[src/rtl/tonp_pkg.sv]
// Shared types, constants and helper functions for the telnet option negotiator.
// No dependencies; every other file of the block but tonp_if.sv refers to it by scoped names.
package tonp_pkg;

  // Telnet protocol bytes.
  localparam logic [7:0] IAC_BYTE  = 8'hFF;
  localparam logic [7:0] VERB_WILL = 8'd251;
  localparam logic [7:0] VERB_WONT = 8'd252;
  localparam logic [7:0] VERB_DO   = 8'd253;
  localparam logic [7:0] VERB_DONT = 8'd254;
  localparam logic [7:0] OPT_ECHO  = 8'h01;
  localparam logic [7:0] OPT_SGA   = 8'h03;
  localparam logic [7:0] CMD_LOW   = 8'd240;
  localparam logic [7:0] CMD_HIGH  = 8'd250;

  // Destination codes carried in out_kind.
  localparam logic KIND_APP  = 1'b0;
  localparam logic KIND_PEER = 1'b1;

  // Input mode codes.
  localparam logic MODE_DATA = 1'b0;
  localparam logic MODE_CONN = 1'b1;

  // Kind of output run produced by one input word.
  typedef enum logic [1:0] {
    RUN_DATA  = 2'd0,
    RUN_REPLY = 2'd1,
    RUN_GREET = 2'd2
  } run_kind_t;

  // One output run: a data character, a three-byte reply or the greeting.
  typedef struct packed {
    run_kind_t  kind;
    logic [7:0] verb;
    logic [7:0] value;
  } run_t;

  // Index of the last word of a run.
  function automatic logic [2:0] run_last_idx(input run_kind_t kind);
    logic [2:0] idx;
    unique case (kind)
      RUN_REPLY: idx = 3'd2;
      RUN_GREET: idx = 3'd5;
      default:   idx = 3'd0;
    endcase
    return idx;
  endfunction

  // Greeting sent on a new connection: IAC WILL ECHO IAC DO SGA.
  function automatic logic [7:0] greet_byte(input logic [2:0] idx);
    logic [7:0] b;
    unique case (idx)
      3'd0:    b = IAC_BYTE;
      3'd1:    b = VERB_WILL;
      3'd2:    b = OPT_ECHO;
      3'd3:    b = IAC_BYTE;
      3'd4:    b = VERB_DO;
      default: b = OPT_SGA;
    endcase
    return b;
  endfunction

endpackage

[src/rtl/tonp_if.sv]
// Valid/ready channel interfaces for the input and result words.
// Depends on nothing but the payload widths of the block.
interface tonp_in_if;
  logic       valid;
  logic       ready;
  logic       mode;
  logic [7:0] data_byte;

  modport source (output valid, output mode, output data_byte, input ready);
  modport sink   (input valid, input mode, input data_byte, output ready);
endinterface

interface tonp_out_if;
  logic       valid;
  logic       ready;
  logic [7:0] out_byte;
  logic       out_kind;
  logic       last_of_run;

  modport source (output valid, output out_byte, output out_kind, output last_of_run,
                  input ready);
  modport sink   (input valid, input out_byte, input out_kind, input last_of_run,
                  output ready);
endinterface

[src/rtl/tonp_parse.sv]
// Telnet command parser: holds the parse state and, while words are accepted, decodes
// one word per cycle into an output run where one is due. Depends on tonp_pkg.
module tonp_parse (
  input  logic          clk,
  input  logic          rst,
  input  logic          accept,
  input  logic          mode,
  input  logic [7:0]    data_byte,
  output logic          run_valid,
  output tonp_pkg::run_t run
);

  typedef enum logic [1:0] {
    PH_DATA = 2'd0,
    PH_CMD  = 2'd1,
    PH_OPT  = 2'd2
  } phase_t;

  phase_t     phase, phase_next;
  logic [7:0] pending_verb, pending_verb_next;
  logic       echo_out, echo_out_next;
  logic       sga_out, sga_out_next;

  // Decode the word against the current parse state.
  always_comb begin
    phase_next        = phase;
    pending_verb_next = pending_verb;
    echo_out_next     = echo_out;
    sga_out_next      = sga_out;
    run_valid         = 1'b0;
    run.kind          = tonp_pkg::RUN_DATA;
    run.verb          = pending_verb;
    run.value         = data_byte;

    if (mode == tonp_pkg::MODE_CONN) begin
      run_valid     = 1'b1;
      run.kind      = tonp_pkg::RUN_GREET;
      echo_out_next = 1'b1;
      sga_out_next  = 1'b1;
      phase_next    = PH_DATA;
    end else begin
      unique case (phase)
        PH_CMD: begin
          if (data_byte >= tonp_pkg::CMD_LOW && data_byte <= tonp_pkg::CMD_HIGH) begin
            phase_next = PH_DATA;
          end else if (data_byte >= tonp_pkg::VERB_WILL &&
                       data_byte <= tonp_pkg::VERB_DONT) begin
            pending_verb_next = data_byte;
            phase_next        = PH_OPT;
          end else if (data_byte != tonp_pkg::IAC_BYTE) begin
            phase_next = PH_DATA;
            run_valid  = 1'b1;
          end
        end
        PH_OPT: begin
          phase_next = PH_DATA;
          run.kind   = tonp_pkg::RUN_REPLY;
          if (pending_verb == tonp_pkg::VERB_WILL) begin
            if (data_byte == tonp_pkg::OPT_SGA) begin
              if (sga_out) begin
                sga_out_next = 1'b0;
              end else begin
                run_valid = 1'b1;
                run.verb  = tonp_pkg::VERB_DO;
              end
            end else begin
              run_valid = 1'b1;
              run.verb  = tonp_pkg::VERB_DONT;
            end
          end else if (pending_verb == tonp_pkg::VERB_DO) begin
            if (data_byte == tonp_pkg::OPT_ECHO && echo_out) begin
              echo_out_next = 1'b0;
            end else if (data_byte == tonp_pkg::OPT_ECHO ||
                         data_byte == tonp_pkg::OPT_SGA) begin
              run_valid = 1'b1;
              run.verb  = tonp_pkg::VERB_WILL;
            end else begin
              run_valid = 1'b1;
              run.verb  = tonp_pkg::VERB_WONT;
            end
          end
        end
        default: begin
          // Data phase; the unused phase code behaves the same way.
          if (data_byte == tonp_pkg::IAC_BYTE) begin
            phase_next = PH_CMD;
          end else begin
            phase_next = PH_DATA;
            run_valid  = 1'b1;
          end
        end
      endcase
    end
  end

  // Parse state advances only on an accepted word.
  always_ff @(posedge clk) begin
    if (rst) begin
      phase        <= PH_DATA;
      pending_verb <= '0;
      echo_out     <= 1'b0;
      sga_out      <= 1'b0;
    end else if (accept) begin
      phase        <= phase_next;
      pending_verb <= pending_verb_next;
      echo_out     <= echo_out_next;
      sga_out      <= sga_out_next;
    end
  end

endmodule

[src/rtl/tonp_emit.sv]
// Run queue and output stage: a pending-run register feeds the current run,
// which is sent one word per handshake. Depends on tonp_pkg.
module tonp_emit (
  input  logic           clk,
  input  logic           rst,
  input  logic           load,
  input  tonp_pkg::run_t load_run,
  output logic           can_load,
  output logic           out_valid,
  input  logic           out_ready,
  output logic [7:0]     out_byte,
  output logic           out_kind,
  output logic           out_last
);

  logic           pend_valid;
  tonp_pkg::run_t pend;
  logic           cur_valid;
  tonp_pkg::run_t cur;
  logic [2:0]     idx;
  logic           cur_done;

  // The current run is finished when empty or its last word is taken.
  assign out_last  = (idx == tonp_pkg::run_last_idx(cur.kind));
  assign cur_done  = !cur_valid || (out_ready && out_last);
  assign can_load  = !pend_valid || cur_done;
  assign out_valid = cur_valid;

  // Select the word of the current run at the current index.
  always_comb begin
    out_kind = tonp_pkg::KIND_PEER;
    unique case (cur.kind)
      tonp_pkg::RUN_GREET: out_byte = tonp_pkg::greet_byte(idx);
      tonp_pkg::RUN_REPLY: begin
        if (idx == 3'd0) begin
          out_byte = tonp_pkg::IAC_BYTE;
        end else if (idx == 3'd1) begin
          out_byte = cur.verb;
        end else begin
          out_byte = cur.value;
        end
      end
      default: begin
        out_byte = cur.value;
        out_kind = tonp_pkg::KIND_APP;
      end
    endcase
  end

  // Control of the pending register and the current run.
  always_ff @(posedge clk) begin
    if (rst) begin
      pend_valid <= 1'b0;
      cur_valid  <= 1'b0;
      idx        <= '0;
    end else begin
      if (load) begin
        pend_valid <= 1'b1;
      end else if (cur_done) begin
        pend_valid <= 1'b0;
      end
      if (cur_done) begin
        cur_valid <= pend_valid;
        idx       <= '0;
      end else if (out_ready) begin
        idx <= idx + 3'd1;
      end
    end
  end

  // Payload registers.
  always_ff @(posedge clk) begin
    if (load) begin
      pend <= load_run;
    end
    if (cur_done) begin
      cur <= pend;
    end
  end

endmodule

[src/rtl/telnet_option_negotiator.sv]
// Telnet option negotiator top level: parser plus run queue and output stage.
// The first result word is registered in the pending-run register and then in the current-run
// register before it is offered on the output.
// Throughput: 1 input word per cycle while each produces at most one word and the output is not stalled;
// otherwise input pace follows the output, one word per cycle (3 per reply, 6 per greeting).
// Reset (rst, synchronous): parse state and both offer flags clear, queue empties.
module telnet_option_negotiator (
  input  logic       clk,
  input  logic       rst,
  tonp_in_if.sink    in_ch,
  tonp_out_if.source out_ch
);

  logic           accept;
  logic           can_load;
  logic           run_valid;
  tonp_pkg::run_t run;

  assign in_ch.ready = can_load;
  assign accept      = in_ch.valid && can_load;

  // Parser.
  tonp_parse u_parse (
    .clk       (clk),
    .rst       (rst),
    .accept    (accept),
    .mode      (in_ch.mode),
    .data_byte (in_ch.data_byte),
    .run_valid (run_valid),
    .run       (run)
  );

  // Run queue and output stage.
  tonp_emit u_emit (
    .clk       (clk),
    .rst       (rst),
    .load      (accept && run_valid),
    .load_run  (run),
    .can_load  (can_load),
    .out_valid (out_ch.valid),
    .out_ready (out_ch.ready),
    .out_byte  (out_ch.out_byte),
    .out_kind  (out_ch.out_kind),
    .out_last  (out_ch.last_of_run)
  );

endmodule

[src/flat_wrapper.sv]
// flat-port wrapper written by rule: the top's interface ports become plain ports
module telnet_option_negotiator_flat 
  (clk, rst, in_ch_valid, in_ch_mode, in_ch_data_byte, in_ch_ready, out_ch_valid, out_ch_out_byte, out_ch_out_kind, out_ch_last_of_run, out_ch_ready);
  tonp_in_if in_ch_i ();
  tonp_out_if out_ch_i ();
  input  logic clk;
  input  logic rst;
  input wire logic [$bits(in_ch_i.valid)-1:0] in_ch_valid;
  input wire logic [$bits(in_ch_i.mode)-1:0] in_ch_mode;
  input wire logic [$bits(in_ch_i.data_byte)-1:0] in_ch_data_byte;
  output wire logic [$bits(in_ch_i.ready)-1:0] in_ch_ready;
  output wire logic [$bits(out_ch_i.valid)-1:0] out_ch_valid;
  output wire logic [$bits(out_ch_i.out_byte)-1:0] out_ch_out_byte;
  output wire logic [$bits(out_ch_i.out_kind)-1:0] out_ch_out_kind;
  output wire logic [$bits(out_ch_i.last_of_run)-1:0] out_ch_last_of_run;
  input wire logic [$bits(out_ch_i.ready)-1:0] out_ch_ready;
  assign in_ch_i.valid = in_ch_valid;
  assign in_ch_i.mode = in_ch_mode;
  assign in_ch_i.data_byte = in_ch_data_byte;
  assign in_ch_ready = in_ch_i.ready;
  assign out_ch_valid = out_ch_i.valid;
  assign out_ch_out_byte = out_ch_i.out_byte;
  assign out_ch_out_kind = out_ch_i.out_kind;
  assign out_ch_last_of_run = out_ch_i.last_of_run;
  assign out_ch_i.ready = out_ch_ready;
  telnet_option_negotiator u_core (.clk(clk), .rst(rst), .in_ch(in_ch_i), .out_ch(out_ch_i));
endmodule
[config.mk]
export PLATFORM = sky130hd
export DESIGN_NAME = telnet_option_negotiator_flat
export DESIGN_NICKNAME = d
export VERILOG_FILES = /design/src/rtl/tonp_pkg.sv /design/src/rtl/tonp_if.sv /design/src/rtl/tonp_parse.sv /design/src/rtl/tonp_emit.sv /design/src/rtl/telnet_option_negotiator.sv /design/src/flat_wrapper.sv
export SDC_FILE = /design/constraint.sdc
export NUM_CORES = 1
export LEC_CHECK = 0
export ABC_AREA = 1
export ABC_CLOCK_PERIOD_IN_PS = 2600
export BUFFER_PORTS_ARGS = -buffer_cell sky130_fd_sc_hd__clkbuf_2
export CORE_MARGIN = 2
export CORE_UTILIZATION = 47
export DETAILED_ROUTE_END_ITERATION = 10
export PLACE_DENSITY_LB_ADDON = 0.12
export SLEW_MARGIN = 10
export SYNTH_ARGS = -nofsm -noshare
export SYNTH_HDL_FRONTEND = slang
export SYNTH_SLANG_ARGS = --single-unit
[constraint.sdc]
create_clock -name clk -period 2.6 [get_ports clk]
set_input_delay 0.26 -clock clk [delete_from_list [all_inputs] [get_ports clk]]
set_output_delay 0.26 -clock clk [all_outputs]
set_load 0.02 [all_outputs]
* Word-level counts from Yosys, hierarchy flattened
Index checks and enable logic that the tools add are counted.
Widths: inputs -> output; s select.
** Cells by class
- Eq/ne operators :: 17
- Order comparisons :: 4
- $add $sub $neg :: 1
- Reduce and logical (&&, ||, !) cells :: 25
- Bitwise operators :: 2
- Muxes and demuxes :: 42
** Operator list (number)
- $mux 8 :: 8
- $pmux 8 s4 :: 1
- $eq 8x8->1 const B :: 3
- $mux 1 :: 23
- $ge 8x8->1 const B :: 2
- $le 8x8->1 const B :: 2
- $pmux 8 s2 :: 1
- $reduce_bool 2->1 :: 6
- $reduce_and 5->1 :: 2
- $mux 9 :: 1
- $eq 8x1->1 const B :: 1
- $eq 8x2->1 const B :: 1
- $mux 2 :: 4
- $ne 8x8->1 const B :: 1
- $eq 3x2->1 const B :: 2
- $logic_and 1x1->1 :: 6
- $pmux 3 s2 :: 1
- $reduce_or 2->1 :: 3
- $ne 5x5->1 const B :: 1
- $eq 2x1->1 const B :: 2
- $eq 2x2->1 const B :: 2
- $pmux 2 s2 :: 1
- $reduce_and 4->1 :: 1
- $add 3x1->3 const B :: 1
- 11 further kinds :: 15
** Storage, ports and cells
- Output and inout port bits :: 12
- Input port bits :: 13
- Word-level logic and storage cells :: 104
- Register bits :: 53

* Logic depth before layout (Yosys ltp)
Gate-level depths: netlist of run 1.
- Word-level depth :: 9
- Mapped depth :: 11

* By module
From an unflattened synthesis of run 1, not the netlist that was laid out.
** Second synthesis, totals
- Cell total of the unflattened synthesis :: 294
- Area total of the unflattened synthesis :: 2617.5 um2
** By module, submodules not included
- tonp_emit :: area each 1719.1 um2, cells each 141, times used 1, seq. area each 1181.1 um2
- tonp_parse :: area each 880.8 um2, cells each 149, times used 1, seq. area each 240.2 um2
- telnet_option_negotiator :: area each 17.5 um2, cells each 4, times used 1, seq. area each 0.0 um2

* Worst setup path before layout of run 1
Ideal clock, no wire load.
- Path kind :: register -> register
- From :: register u_core.u_emit.cur[16] in the netlist's numbering
- To :: register u_core.u_emit.pend[0] in the netlist's numbering (enable)
- Path buffers :: 1
- Data arrival time :: 1744 ps
- Cell stages (with the launch flop) :: 10
- Period minus slack after synthesis :: 2117 ps
- Setup slack :: 483 ps
- Cells stage by stage :: edfxtp_1 ha_1 buf_6 xnor2_2 nand4_4 nand3_4 nand2_4 nor2_1 nand2_1 inv_1
** On the way
- Cells in the longest elaborated chain, start to end :: 8
- Elaborated cells on any way between the ends :: 9
- Classes of those cells :: 3 x eq/ne; 1 x mux; 5 x reduce/logical
** Ends and longest elaborated chain
- start, declared :: RTL line tonp_emit.sv:19 : tonp_pkg::run_t cur;
- start signal, assigned :: RTL line tonp_emit.sv:77 : cur <= pend;
- $eq 2x2->1 or $eq 2x1->1 (tied branches) :: RTL line tonp_pkg.sv:41 : unique case (kind)
- $pmux 3 s2 * :: RTL line tonp_pkg.sv:41
- $eq 3x3->1 * :: RTL line tonp_emit.sv:24 : assign out_last = (idx == tonp_pkg::run_last_idx(cur.kind));
- $logic_and 1x1->1 * :: RTL line tonp_emit.sv:25 : assign cur_done = !cur_valid || (out_ready && out_last);
- $logic_or 1x1->1 * :: RTL line tonp_emit.sv:25
- $logic_or 1x1->1 * :: RTL line tonp_emit.sv:26 : assign can_load = !pend_valid || cur_done;
- net in_ch_ready :: RTL line flat_wrapper.sv:11 : output wire logic [$bits(in_ch_i.ready)-1:0] in_ch_ready;
- $logic_and 1x1->1 * :: RTL line telnet_option_negotiator.sv:20 : assign accept = in_ch.valid && can_load;
- $logic_and 1x1->1 * :: RTL line telnet_option_negotiator.sv:37 : .load (accept && run_valid),
- net u_core.u_emit.load :: RTL line tonp_emit.sv:6 : input logic load,
- end signal, assigned :: RTL line tonp_emit.sv:74 : pend <= load_run;
- end, declared :: RTL line tonp_emit.sv:17 : tonp_pkg::run_t pend;
The timed path passes the listed nets; every way through them passes the cells marked *.
A chain may end at the register's enable or synchronous reset.

* Worst setup path after layout of run 1
- From :: register u_core.u_emit.idx[0]
- To :: output port out_ch_out_byte[4]
** On the way
- Cells in the longest elaborated chain, start to end :: 4
- Elaborated cells on any way between the ends :: 10
- Classes of those cells :: 4 x eq/ne; 4 x mux; 2 x reduce/logical
** Ends and longest elaborated chain
- start, declared :: RTL line tonp_emit.sv:20 : logic [2:0] idx;
- start signal, assigned :: RTL line tonp_emit.sv:66 : idx <= idx + 3'd1;
- $eq 3x2->1 (tied with other cells) :: RTL line tonp_pkg.sv:52 : unique case (idx)
- $reduce_or 2->1 (no line) or $mux 8 (tied branches)
- $pmux 8 s4 or $mux 8 (tied branches) :: RTL line tonp_pkg.sv:52, tonp_emit.sv:35
- $pmux 8 s2 * :: RTL line tonp_emit.sv:32 : unique case (cur.kind)
- end, declared :: RTL line flat_wrapper.sv:13 : output wire logic [$bits(out_ch_i.out_byte)-1:0] out_ch_out_byte;
Mark *: on every way between the ends. The rest lies on a longest branch, timed or not.

==> results of run 1 <==
## power by group through the flow
stage | registers (W) | logic, W | clock network (W)
after floorplan | 0.000989 | 0.000166 | 0
after global placement | 0.000994 | 0.000240 | 0
after detailed placement | 0.000994 | 0.000242 | 0
after CTS | 0.000975 | 0.000242 | 0.000495
after global routing | 0.000981 | 0.000267 | 0.000519
final | 0.000974 | 0.000240 | 0.000469
## through the flow
step                      util (%)  hold WS (ns)  cells  power [W]
after floorplan                  -         0.329    284    0.00116
after global placement        51.5         0.404    373    0.00123
after detailed placement      51.5         0.405    373    0.00124
after CTS                     53.2         0.158    381    0.00171
after global routing          53.3         0.154    381    0.00177
final                         53.3         0.173    381    0.00168
## critical path, stage by stage, from the launching register on
cell      delay, ns
dfxtp_1        0.37
inv_1          0.15
ha_1           0.21
inv_1          0.05
nor2_1         0.38
a21oi_1        0.06
o21ai_0        0.09
a21oi_1        0.09
o21ai_0        0.17
clkbuf_2       0.19
## metal layers
metal | routed length [um] | share of wire [%] | global-route usage, % | vias up
met5 | 0 | 0 | 0 | -
met4 | 76 | 1.7 | 6.49 | 0
met3 | 190 | 4.3 | 3.45 | 7
met2 | 2080 | 47 | 26.2 | 45
met1 | 2050 | 47 | 19.1 | 820
li1 | - | - | - | 989
## logic make-up (layout without fill, tap and decap cells)
kind of cell               after synthesis  in the layout  share of synthesized area, %
DFF                                     53             53                          54.3
buffers and inverters                   55             80                          8.46
AOI/OAI and AO/OA                       55             55                          11.4
adders and majority gates                9              9                          4.30
and+or+nand+nor                        111            111                          20.9
xor gates and xnor gates                 1              1                         0.622
## synthesized netlist by cell type (6+ instances only)
library cell / count
inv_1: 44
dfxtp_1: 17
nor2_1: 22
nand3_1: 15
a21oi_1: 24
edfxtp_1: 36
ha_1: 9
o21ai_0: 19
a31oi_1: 6
nand2_1: 52
clkbuf_1: 6
## registers in the layout (all words and copies together) (netlist names)
name                         cells
u_core.u_emit.cur               18
u_core.u_emit.pend              18
u_core.u_parse.pending_verb      8
u_core.u_emit.idx                3
u_core.u_parse.phase             2
u_core.u_emit.out_valid          1
u_core.u_emit.pend_valid         1
u_core.u_parse.echo_out          1
u_core.u_parse.sga_out           1
## final cells by class
cell class / count / area [um2]
Fill cell: 523 / 2540
Sequential cell: 53 / 1420
Multi-Input combinational cell: 176 / 977
Inverter: 46 / 178
Timing Repair Buffer: 26 / 135
Tap cell: 72 / 90.1
Clock buffer: 5 / 68.8
Clock inverter: 3 / 26.3
## final timing paths
path                          start               endpoint  slack [ns]  cells past startpoint
min reg2reg  u_core.u_emit.pend[14]  u_core.u_emit.cur[14]        0.42                      0
max reg2reg   u_core.u_emit.cur[17]  u_core.u_emit.pend[2]        0.54                     10
max            u_core.u_emit.idx[0]     out_ch_out_byte[4]        0.27                      9
min              in_ch_data_byte[7]  u_core.u_emit.pend[7]        0.17                      1
==> out/summary.json, run 1 <==
{
  "relSlewSlack_pct": 66.9,
  "totalWireLength_um": 4390,
  "antenna_found_initial": 0,
  "drt-pass1-iter-count": 4,
  "final_area_um2": 2900,
  "cell_internal_pwr_w": 0.00123,
  "dr_vias_cell": 4.88,
  "min_period_over_period_pct": 89.8,
  "post-cts-setup-buffers": 0,
  "clk_pin_slew_worst_paths_ns": 0.10,
  "tightest_slew_ns": 0.494,
  "timing.setup.tns_ns": 0,
  "area.growth.synth_to_final_pct": 10.7,
  "hp-class": "in2reg",
  "grt_start_max_net_pins": 19,
  "starting_drt_drc_count": 79,
  "drv_cap": 0,
  "final_cell_mix": "51 x nand2_1, 44 x inv_1, 36 x edfxtp_1",
  "report.final.slew_viol_count": 0,
  "critPathRequiredTime_ns": 2.34,
  "core_um2": 5440,
  "synth_enable_flop_cells": 36,
  "final_common_cell": "nand2_1",
  "residual_drc_count": 0,
  "post_route_cells_drive_above_1_share_pct": 17.5,
  "vdd_drop_max_v": 0.000376,
  "placedInstanceArea_um2": 2800,
  "cts_root_buffer": "clkbuf_8",
  "leakage_nw": 1.16,
  "tritoncts_clock_tree": "done",
  "switching_power_summed_over_all_nets_w": 0.000456,
  "grt_setup_unrepaired": "no",
  "grt_pass1_wl_um": 7380,
  "netlist.area_leader.share_pct": 41.3,
  "synthesis.nets": 306,
  "fin_crit_ns": 2.33,
  "setup_viol": 0,
  "port_buffers": 24,
  "start_util_pct": 48.1,
  "skew_ns": 0.00555,
  "clkLatencyLatePin_ns": 0.30,
  "start_kind": "register",
  "timing_hold_violations_final": 0,
  "power_density_nw_per_um2": 581,
  "floorplan.io_pins": 25,
  "max_clock_freq_mhz": 428,
  "combinationalPowerShare_pct": 14.3,
  "post_synthesis_cell_area_um2": 2620,
  "postLayoutSetupSlackWorst_ns": 0.266,
  "cts_max_level": 2,
  "flops_latches_synth": 53,
  "cts_hold_buf": 0,
  "nNetsFinal": 330,
  "routedWlPerCell_um": 11.5,
  "num_vias": 1861,
  "dp_slack_ns": 0.516,
  "timing.critical_path.fanout_max": 9,
  "synth.yosys.seq_area_share_pct": 54.3,
  "std_cell_rows": 27,
  "globalplace.congestion": 0.875,
  "dieArea_um2": 6180,
  "synth_top_cells_by_area": "edfxtp_1 41%, dfxtp_1 13%, nand2_1 7.5%",
  "clock_power_share_pct": 27.9,
  "die-height_um": 78.6,
  "globalRouteOverflowTotal": 0,
  "ant_diodes": 0,
  "syn_avg_cell_area_um2": 9.22,
  "yosys_warnings": 0,
  "status": "finished, final reports clean",
  "grt_use_total_pct": 15.5,
  "final_antenna_net_count": 0,
  "grt_pass1_vias": 1663,
  "cts_num_sinks": 53,
  "critPathKind": "reg2out",
  "worstSetupEndpointType": "output port",
  "dpl.hpwl_um": 3470,
  "p_sw_share_pct": 27.1,
  "post_cts_resized": 0,
  "arrival_worst_endpoint_ns": 2.07,
  "synth_area_leader_cell": "edfxtp_1",
  "share_seq_of_total_power_pct": 57.9,
  "post_synth_inst_count": 284,
  "synth-async-reset-ratio_pct": 0,
  "synthFlopType": "edfxtp_1",
  "die_w_um": 78.6,
  "tritoncts.num_buffers": 5,
  "ys_types": 35,
  "cts.path.max_buffers": 2
}
Power figures use the tool's default switching activity.
==> run 2, diff against run 1 <==
--- a/config.mk
+++ b/config.mk
@@ -15,4 +15,5 @@
 export SLEW_MARGIN = 10
 export SYNTH_ARGS = -nofsm -noshare
 export SYNTH_HDL_FRONTEND = slang
+export SYNTH_HIERARCHICAL = 1
 export SYNTH_SLANG_ARGS = --single-unit
==> run 2 against run 1 <==
Via count fell by 1.0%. Sequential power up 1%. Utilization shrank 1.2 points. Cell area shrank 2.2%. Area after synthesis stayed put. Die area unchanged. Sequential share of layout area rose by 1.1 points. Combinational power grew 7%. Largest cell class unchanged.
==> out/summary.json, run 2 <==
{
  "post_cts_resized": {"value": 0, "change": "unchanged"},
  "rrSetupSlack": {"value": 0.50, "unit": "ns", "change": "was 0.54 ns"},
  "critPathKind": {"value": "reg2reg", "change": "was reg2out"},
  "postLayoutSetupSlackWorst": {"value": 0.495, "unit": "ns", "change": "was 0.266 ns"},
  "final_common_cell": {"value": "nand2_1", "change": "unchanged"},
  "die_w": {"value": 78.6, "unit": "um", "change": "unchanged"},
  "cts_hold_buf": {"value": 0, "change": "unchanged"},
  "setup_viol": {"value": 0, "change": "unchanged"},
  "power_density": {"value": 626, "unit": "nW/um2", "change": "was 581 nW/um2"},
  "cp-endpoint": {"value": "u_core/u_parse/pending_verb[1]", "change": "was out_ch_out_byte[4]"},
  "port_buffers": {"value": 24, "change": "unchanged"},
  "post-cts-setup-buffers": {"value": 0, "change": "unchanged"},
  "synth_top_cells_by_area": {"value": "edfxtp_1 41%, dfxtp_1 13%, nand2_1 11%", "change": "was edfxtp_1 41%, dfxtp_1 13%, nand2_1 7.5%"},
  "ant_diodes": {"value": 0, "change": "unchanged"},
  "synth.yosys.seq_area_share": {"value": 54.3, "unit": "%", "change": "unchanged"},
  "flops_latches_synth": {"value": 53, "change": "unchanged"},
  "post_synth_inst_count": {"value": 294, "change": "was 284"},
  "floorplan.io_pins": {"value": 25, "change": "unchanged"},
  "critPathRequiredTime": {"value": 2.85, "unit": "ns", "change": "was 2.34 ns"},
  "report.final.slew_viol_count": {"value": 0, "change": "unchanged"},
  "grt_use_total": {"value": 15.5, "unit": "%", "change": "about the same"},
  "dr_vias_cell": {"value": 4.81, "change": "was 4.88"},
  "cts_max_level": {"value": 2, "change": "unchanged"},
  "reg2regPathDepth": {"value": 13, "change": "was 10"},
  "grt_pass1_wl": {"value": 7410, "unit": "um", "change": "was 7380 um"},
  "core": {"value": 5440, "unit": "um2", "change": "unchanged"},
  "area.growth.synth_to_final": {"value": 8.27, "unit": "%", "change": "was 10.7%"},
  "timing.critical_path.fanout_max": {"value": 11, "change": "was 9"},
  "std_cell_rows": {"value": 27, "change": "unchanged"},
  "drv_cap": {"value": 0, "change": "unchanged"},
  "skew": {"value": 0.00284, "unit": "ns", "change": "was 0.00555 ns"},
  "source_of_the_worst_register_to_register_timing_path": {"value": "u_core/u_emit/cur[17]", "change": "was u_core.u_emit.cur[17]"},
  "synth_commonest_cells": {"value": "75 x nand2_1, 39 x inv_1, 36 x edfxtp_1", "change": "was 52 x nand2_1, 44 x inv_1, 36 x edfxtp_1"},
  "tightest_slew": {"value": 0.360, "unit": "ns", "change": "was 0.494 ns"},
  "synth_enable_flop_cells": {"value": 36, "change": "unchanged"},
  "arrival_worst_endpoint": {"value": 2.35, "unit": "ns", "change": "was 2.07 ns"},
  "hold_startpoint": {"value": "in_ch_data_byte[6]", "change": "was in_ch_data_byte[7]"},
  "grt_pass1_vias": {"value": 1671, "change": "was 1,663"},
  "dieArea": {"value": 6180, "unit": "um2", "change": "unchanged"},
  "die-height": {"value": 78.6, "unit": "um", "change": "unchanged"},
  "fin_crit": {"value": 2.10, "unit": "ns", "change": "was 2.33 ns"},
  "synthesis.nets": {"value": 316, "change": "was 306"},
  "relSlewSlack": {"value": 75.8, "unit": "%", "change": "was 66.9%"},
  "start_kind": {"value": "register", "change": "unchanged"},
  "grt_start_max_net_pins": {"value": 20, "change": "was 19"},
  "tritoncts_clock_tree": {"value": "done", "change": "unchanged"},
  "globalplace.congestion": {"value": 0.865, "change": "was 0.875"},
  "dpl.hpwl": {"value": 3440, "unit": "um", "change": "was 3470 um"},
  "post_route_cells_drive_above_1_share": {"value": 16.1, "unit": "%", "change": "was 17.5%"},
  "min_period_over_period": {"value": 80.9, "unit": "%", "change": "was 89.8%"},
  "tritoncts.num_buffers": {"value": 5, "change": "unchanged"},
  "utilization": {"value": 52.1, "unit": "%", "change": "was 53.3%"},
  "vdd_drop_max": {"value": 0.000397, "unit": "V", "change": "was 0.000376 V"},
  "leakage": {"value": 1.22, "unit": "nW", "change": "was 1.16 nW"},
  "drt-pass1-iter-count": {"value": 5, "change": "was 4"},
  "residual_drc_count": {"value": 0, "change": "unchanged"},
  "status": {"value": "finished, final reports clean", "change": "unchanged"},
  "cts_root_buffer": {"value": "clkbuf_8", "change": "unchanged"},
  "ys_types": {"value": 32, "change": "was 35"},
  "totalWireLength": {"value": 4420, "unit": "um", "change": "was 4390 um"},
  "syn_avg_cell_area": {"value": 8.90, "unit": "um2", "change": "was 9.22 um2"},
  "timing_hold_violations_final": {"value": 0, "change": "unchanged"},
  "clkLatencyLatePin": {"value": 0.30, "unit": "ns", "change": "about the same"},
  "synthFlopType": {"value": "edfxtp_1", "change": "unchanged"},
  "post-synth-top-count-cell": {"value": "nand2_1", "change": "unchanged"},
  "globalRouteOverflowTotal": {"value": 0, "change": "unchanged"},
  "yosys_warnings": {"value": 6, "change": "was 0"},
  "starting_drt_drc_count": {"value": 47, "change": "was 79"},
  "antenna_found_initial": {"value": 0, "change": "unchanged"},
  "critPathLaunch": {"value": "u_core/u_emit/cur[17]", "change": "was u_core.u_emit.idx[0]"},
  "clk_pin_slew_worst_paths": {"value": 0.09, "unit": "ns", "change": "was 0.10 ns"},
  "grt_setup_unrepaired": {"value": "no", "change": "unchanged"},
  "dp_slack": {"value": 0.495, "unit": "ns", "change": "was 0.516 ns"},
  "timing.setup.tns": {"value": 0, "unit": "ns", "change": "unchanged"},
  "worstSetupEndpointType": {"value": "register", "change": "was output port"},
  "max_clock_freq": {"value": 475, "unit": "MHz", "change": "was 428 MHz"},
  "cts_num_sinks": {"value": 53, "change": "unchanged"},
  "final_antenna_net_count": {"value": 0, "change": "unchanged"},
  "start_util": {"value": 48.1, "unit": "%", "change": "unchanged"},
  "final_cell_mix": {"value": "75 x nand2_1, 39 x inv_1, 36 x edfxtp_1", "change": "was 51 x nand2_1, 44 x inv_1, 36 x edfxtp_1"},
  "layout_top_registers": {"value": "u_core/u_emit/cur (18), u_core/u_emit/pend (18), u_core/u_parse/pending_verb (8)", "change": "was u_core.u_emit.cur (18), u_core.u_emit.pend (18), u_core.u_parse.pending_verb (8)"},
  "nNetsFinal": {"value": 332, "change": "was 330"},
  "post_synthesis_cell_area": {"value": 2620, "unit": "um2", "change": "unchanged"},
  "cts.path.max_buffers": {"value": 2, "change": "unchanged"},
  "routedWlPerCell": {"value": 11.5, "unit": "um", "change": "about the same"},
  "crit-reg2reg-capture": {"value": "u_core/u_parse/pending_verb[1]", "change": "was u_core.u_emit.pend[2]"},
  "hp-class": {"value": "in2reg", "change": "unchanged"},
  "synth-async-reset-ratio": {"value": 0, "unit": "%", "change": "unchanged"},
  "netlist.area_leader.share": {"value": 41.3, "unit": "%", "change": "unchanged"},
  "num_vias": {"value": 1842, "change": "was 1,861"},
  "synth_area_leader_cell": {"value": "edfxtp_1", "change": "unchanged"}
}
-- run 2: changes by cell type in the layout (fill, tap and decap cells not counted), moves of 2 or more --
| cell | change |
|---|---|
| nand4_1 | +2 |
| nor2_4 | -2 |
| inv_1 | -5 |
| nand3_1 | -3 |
| a31oi_1 | -4 |
| o21ai_0 | -17 |
| inv_2 | +2 |
| nand2_4 | -2 |
| nor2_2 | +2 |
| nand2_1 | +24 |
| nor2_1 | +12 |
| nand2_2 | -2 |
| a21oi_1 | -2 |
-- run 2: kinds of logic after synthesis --
| family | count (synthesis) | share of synthesized area [%] |
|---|---|---|
| AO/OA/AOI/OAI | 30 | 6.17 |
| adder cells (fa/ha/maj) | 9 | 4.30 |
| AND/OR/NAND/NOR | 142 | 24.1 |
| buffers and inverters | 59 | 10.8 |
| flip-flops | 53 | 54.3 |
| XOR/XNOR | 1 | 0.335 |
-- run 2: report_power, final --
| group | internal, W | switching, W | total [W] |
|---|---|---|---|
| clock network | 0.000283 | 0.000251 | 0.000534 |
| logic | 0.0000837 | 0.000173 | 0.000257 |
| registers | 0.000961 | 0.0000240 | 0.000985 |
-- run 2: metrics by stage --
stage / instance area [um2] / hold slack (ns) / std cells / total power [W]
after floorplan: 2620 / 0.329 / 294 / 0.00119
after global placement: 2720 / 0.403 / 375 / 0.00126
after detailed placement: 2720 / 0.405 / 375 / 0.00126
after CTS: 2830 / 0.153 / 383 / 0.00180
after global routing: 2830 / 0.161 / 383 / 0.00186
final: 2830 / 0.164 / 383 / 0.00178
-- run 2: worst max-delay path, cell delays in order (launching register included) --
cell	delay (ns)
edfxtp_1	0.39
inv_1	0.07
ha_1	0.33
xnor2_1	0.19
nand4_2	0.16
nand3_2	0.12
nand2_1	0.10
inv_1	0.13
nand2_1	0.08
nor2_2	0.12
nand2_2	0.14
nand2_1	0.10
nand2_1	0.05
nor2_1	0.07
-- run 2: worst min path at each step --
stage,to,cells after the start
after floorplan,u_core/u_emit/out_valid,1
after global placement,u_core/u_emit/cur[9],0
after detailed placement,u_core/u_emit/cur[10],0
after CTS,u_core/u_emit/pend[6],1
after global routing,u_core/u_emit/pend[5],1
final,u_core/u_emit/pend[6],1
-- run 2: layout make-up --
type	instances	area (um2)
clock buffer	5	68.8
clock inverter	3	41.3
fill	513	2610
inverter	42	163
multi-input combinational	182	915
sequential	53	1420
tap	72	90.1
timing repair buffer	26	135
-- run 2: metal layers --
metal  up-vias  track usage [%]  part of all wire (%)
li1        968                -                     -
met1       823             18.9                    46
met2        42             25.6                    47
met3         9             3.56                   4.5
met4         0             8.07                   2.7
met5         -                0                     0
==> run 3, diff against run 2 <==
--- a/config.mk
+++ b/config.mk
@@ -5,8 +5,8 @@
 export SDC_FILE = /design/constraint.sdc
 export NUM_CORES = 1
 export LEC_CHECK = 0
-export ABC_AREA = 1
-export ABC_CLOCK_PERIOD_IN_PS = 2600
+export ABC_AREA = 0
+export ABC_CLOCK_PERIOD_IN_PS = 2100
 export BUFFER_PORTS_ARGS = -buffer_cell sky130_fd_sc_hd__clkbuf_2
 export CORE_MARGIN = 2
 export CORE_UTILIZATION = 47
==> constraint.sdc (replaced) <==
create_clock -name clk -period 2.1 [get_ports clk]
set_input_delay 0.21 -clock clk [delete_from_list [all_inputs] [get_ports clk]]
set_output_delay 0.21 -clock clk [all_outputs]
set_load 0.02 [all_outputs]
==> run 3 against run 2 <==
The flow now finishes with violations (negative setup slack). Critical path depth is 4 lower. Register-to-register slack worse by 0.74 ns. Die area is 2.6% lower. Final cell count decreased by 14%. Utilization is 9.7 points higher. Sequential power is 22% higher. Count of clock-buffer cells in the layout rose by 1. Worst setup slack got worse by 0.74 ns. Hold slack got worse by 0.036 ns. Largest cell class unchanged. Highest routed layer unchanged.
==> out/summary.json, run 3 <==
{
  "status": {"value": "finished, violations left", "change": "was finished, final reports clean"},
  "violations_in_the_final_reports": "negative setup slack",
  "synth_compound_area_share": {"value": 14.7, "unit": "%", "change": "was 6.17%"},
  "critPathLaunch": {"value": "u_core/u_emit/cur[17]", "change": "unchanged"},
  "drv_cap": {"value": 0, "change": "unchanged"},
  "muxShareOfSynthArea": {"value": 2.01, "unit": "%", "change": "was 0%"},
  "synthesis.nets": {"value": 243, "change": "was 316"},
  "globalRouteOverflowTotal": {"value": 0, "change": "unchanged"},
  "timing.setup.tns": {"value": -3.69, "unit": "ns", "change": "was 0 ns"},
  "start_util": {"value": 49.2, "unit": "%", "change": "was 48.1%"},
  "hold_startpoint": {"value": "in_ch_data_byte[5]", "change": "was in_ch_data_byte[6]"},
  "post_layout_nonfiller_instances": {"value": 331, "change": "was 383"},
  "relSlewSlack": {"value": 71.4, "unit": "%", "change": "was 75.8%"},
  "post_synth_inst_count": {"value": 221, "change": "was 294"},
  "die_w": {"value": 77.6, "unit": "um", "change": "was 78.6 um"},
  "hp-class": {"value": "in2reg", "change": "unchanged"},
  "antenna_found_initial": {"value": 0, "change": "unchanged"},
  "grt_pass1_vias": {"value": 1606, "change": "was 1,671"},
  "final_cell_mix": {"value": "36 x edfxtp_1, 24 x buf_4, 15 x inv_1, 15 x dfxtp_1, 14 x clkbuf_2", "change": "was 75 x nand2_1, 39 x inv_1, 36 x edfxtp_1"},
  "totalWireLength": {"value": 4540, "unit": "um", "change": "was 4420 um"},
  "ys_types": {"value": 51, "change": "was 32"},
  "die-height": {"value": 77.6, "unit": "um", "change": "was 78.6 um"},
  "synth.yosys.seq_area_share": {"value": 55.8, "unit": "%", "change": "was 54.3%"},
  "setup_viol": {"value": 35, "change": "was 0"},
  "post_synthesis_cell_area": {"value": 2550, "unit": "um2", "change": "was 2620 um2"},
  "ant_diodes": {"value": 0, "change": "unchanged"},
  "globalplace.congestion": {"value": 0.856, "change": "was 0.865"},
  "starting_drt_drc_count": {"value": 68, "change": "was 47"},
  "fin_crit": {"value": 2.34, "unit": "ns", "change": "was 2.10 ns"},
  "netlist.area_leader.share": {"value": 42.5, "unit": "%", "change": "was 41.3%"},
  "min_period_over_period": {"value": 112, "unit": "%", "change": "was 80.9%"},
  "flops_latches_synth": {"value": 53, "change": "unchanged"},
  "max_clock_freq": {"value": 427, "unit": "MHz", "change": "was 475 MHz"},
  "area.growth.synth_to_final": {"value": 25.5, "unit": "%", "change": "was 8.27%"},
  "cts_max_level": {"value": 2, "change": "unchanged"},
  "power_density": {"value": 715, "unit": "nW/um2", "change": "was 626 nW/um2"},
  "cts_hold_buf": {"value": 0, "change": "unchanged"},
  "final_antenna_net_count": {"value": 0, "change": "unchanged"},
  "cts_num_sinks": {"value": 53, "change": "unchanged"},
  "synth_top_cells_by_area": {"value": "edfxtp_1 42%, dfxtp_1 13%, ha_1 4.4%", "change": "was edfxtp_1 41%, dfxtp_1 13%, nand2_1 11%"},
  "tritoncts_clock_tree": {"value": "done", "change": "unchanged"},
  "synth_commonest_cells": {"value": "36 x edfxtp_1, 19 x inv_1, 17 x dfxtp_1", "change": "was 75 x nand2_1, 39 x inv_1, 36 x edfxtp_1"},
  "dpl.hpwl": {"value": 3380, "unit": "um", "change": "was 3440 um"},
  "skew": {"value": 0.00925, "unit": "ns", "change": "was 0.00284 ns"},
  "arrival_worst_endpoint": {"value": 2.52, "unit": "ns", "change": "was 2.35 ns"},
  "core": {"value": 5170, "unit": "um2", "change": "was 5440 um2"},
  "fillerInstances": {"value": 413, "change": "was 513"},
  "synth-xor-area-share": {"value": 0.688, "unit": "%", "change": "was 0.335%"},
  "post-synth-top-count-cell": {"value": "edfxtp_1", "change": "was nand2_1"},
  "clkLatencyLatePin": {"value": 0.30, "unit": "ns", "change": "about the same"},
  "grt_setup_unrepaired": {"value": "yes", "change": "was no"},
  "dr_vias_cell": {"value": 5.23, "change": "was 4.81"},
  "nNetsFinal": {"value": 282, "change": "was 332"},
  "dieArea": {"value": 6020, "unit": "um2", "change": "was 6180 um2"},
  "synth_top_family_by_area": {"value": "compound AO/OA/AOI/OAI gates", "change": "was simple AND/OR/NAND/NOR gates"},
  "syn_avg_cell_area": {"value": 11.5, "unit": "um2", "change": "was 8.90 um2"},
  "grt_pass1_wl": {"value": 7530, "unit": "um", "change": "was 7410 um"},
  "postLayoutSetupSlackWorst": {"value": -0.244, "unit": "ns", "change": "was 0.495 ns"},
  "drt-pass1-iter-count": {"value": 4, "change": "was 5"},
  "synthFlopType": {"value": "edfxtp_1", "change": "unchanged"},
  "cts_root_buffer": {"value": "clkbuf_8", "change": "unchanged"},
  "grt_use_total": {"value": 16.1, "unit": "%", "change": "was 15.5%"},
  "grt_start_max_net_pins": {"value": 19, "change": "was 20"},
  "report.final.slew_viol_count": {"value": 0, "change": "unchanged"},
  "source_of_the_worst_register_to_register_timing_path": {"value": "u_core/u_emit/cur[17]", "change": "unchanged"},
  "holdWs": {"value": 0.128, "unit": "ns", "change": "was 0.164 ns"},
  "vdd_drop_max": {"value": 0.000340, "unit": "V", "change": "was 0.000397 V"},
  "placedCellCount": {"value": 312, "change": "was 375"},
  "timing.critical_path.fanout_max": {"value": 2, "change": "was 11"},
  "critPathKind": {"value": "reg2reg", "change": "unchanged"},
  "synth_simple_gate_area_share": {"value": 14.7, "unit": "%", "change": "was 24.1%"},
  "critPathRequiredTime": {"value": 2.28, "unit": "ns", "change": "was 2.85 ns"},
  "routedWlPerCell": {"value": 13.7, "unit": "um", "change": "was 11.5 um"},
  "leakage": {"value": 1.18, "unit": "nW", "change": "was 1.22 nW"},
  "synth-async-reset-ratio": {"value": 0, "unit": "%", "change": "unchanged"},
  "clk_pin_slew_worst_paths": {"value": 0.09, "unit": "ns", "change": "about the same"},
  "timing_hold_violations_final": {"value": 0, "change": "unchanged"},
  "layout_top_registers": {"value": "u_core/u_emit/cur (18), u_core/u_emit/pend (18), u_core/u_parse/pending_verb (8)", "change": "unchanged"},
  "synth_area_leader_cell": {"value": "edfxtp_1", "change": "unchanged"},
  "num_vias": {"value": 1730, "change": "was 1,842"},
  "std_cell_rows": {"value": 26, "change": "was 27"},
  "port_buffers": {"value": 24, "change": "unchanged"},
  "final_common_cell": {"value": "edfxtp_1", "change": "was nand2_1"},
  "residual_drc_count": {"value": 0, "change": "unchanged"},
  "synth_enable_flop_cells": {"value": 36, "change": "unchanged"},
  "post_route_cells_drive_above_1_share": {"value": 35.2, "unit": "%", "change": "was 16.1%"},
  "yosys_warnings": {"value": 6, "change": "unchanged"},
  "cts.path.max_buffers": {"value": 2, "change": "unchanged"},
  "tightest_slew": {"value": 0.429, "unit": "ns", "change": "was 0.360 ns"},
  "worstSetupEndpointType": {"value": "register", "change": "unchanged"},
  "post_synth_fa_ha_maj_area_fraction": {"value": 4.42, "unit": "%", "change": "was 4.30%"},
  "tritoncts.num_buffers": {"value": 5, "change": "unchanged"},
  "start_kind": {"value": "register", "change": "unchanged"},
  "floorplan.io_pins": {"value": 25, "change": "unchanged"}
}
## run 3: changes by cell type in the layout (fill, tap and decap cells not counted), sizes merged, moves of 4 or more
cell / delta
nand2: -70
buf: +33
nor2: -24
inv: -23
nand2b: +10
a21oi: -9
nand3: -9
clkbuf: -7
a2bb2oi: +5
mux2i: +4
o221ai: +4
## run 3: stage by stage
step	setup WS (ns)	util [%]	instance area, um2	total power [W]
6_report	-0.244	61.8	3190	0.00228
5_1_grt	-0.360	61.8	3190	0.00238
4_1_cts	-0.257	60.4	3120	0.00229
3_5_place_dp	-0.295	54.3	2810	0.00155
3_3_place_gp	-0.235	54.3	2810	0.00155
2_1_floorplan	-0.299	-	2580	0.00145
## run 3: metal layers
layer / global-route usage (%) / wire [um]
met4: 5.36 / 63
met2: 26.9 / 2260
met1: 20.3 / 2040
met5: 0 / 0
met3: 3.95 / 173
## run 3: critical path: stages, from the launching register on
cell and delay (ns):
edfxtp_1 0.44, ha_4 0.18, or3_4 0.34, a211oi_4 0.23, or2_4 0.16, and2_4 0.14, inv_2 0.04, or3_4 0.38
o41ai_2 0.20, a21oi_1 0.10
## run 3: timing repair
action | 4_1_cts | 5_1_grt
buffers inserted | 7 | 3
gates resized for setup | 33 | 21
pin swaps | 6 | 3
setup endpoints to repair | 36 | 39
cloned | 1 | 1
## run 3: cell type report
class                      count  area, um2  share of cell area (%)
clock buffer                   6       72.6                    2.27
clock inverter                 2       38.8                    1.21
inverter                      19       73.8                    2.31
multi-input combinational    130       1060                    33.3
sequential                    53       1430                    44.7
tap                           70       87.6                    2.74
timing repair buffer          51        433                    13.6
## run 3: path summary, 6_finish.rpt
path | endpoint | slack, ns | depth (start not counted)
setup / recovery | u_core/u_parse/echo_out | -0.24 | 9
hold / removal | u_core/u_emit/pend[5] | 0.13 | 1
setup reg to reg | u_core/u_parse/echo_out | -0.24 | 9
hold reg to reg | u_core/u_emit/cur[2] | 0.42 | 0
## run 3: report_power, final
part	internal [W]	switching, W	total [W]
clock	0.000358	0.000315	0.000673
sequential	0.00118	0.0000235	0.00120
combinational	0.000197	0.000212	0.000409
total	0.00173	0.000551	0.00228
## run 3: kinds of logic after synthesis
family,count (synthesis)
multiplexers,5
XOR/XNOR,2
AO/OA/AOI/OAI,48
flip-flops,53
buffers and inverters,38
AND/OR/NAND/NOR,66
adder cells (fa/ha/maj),9
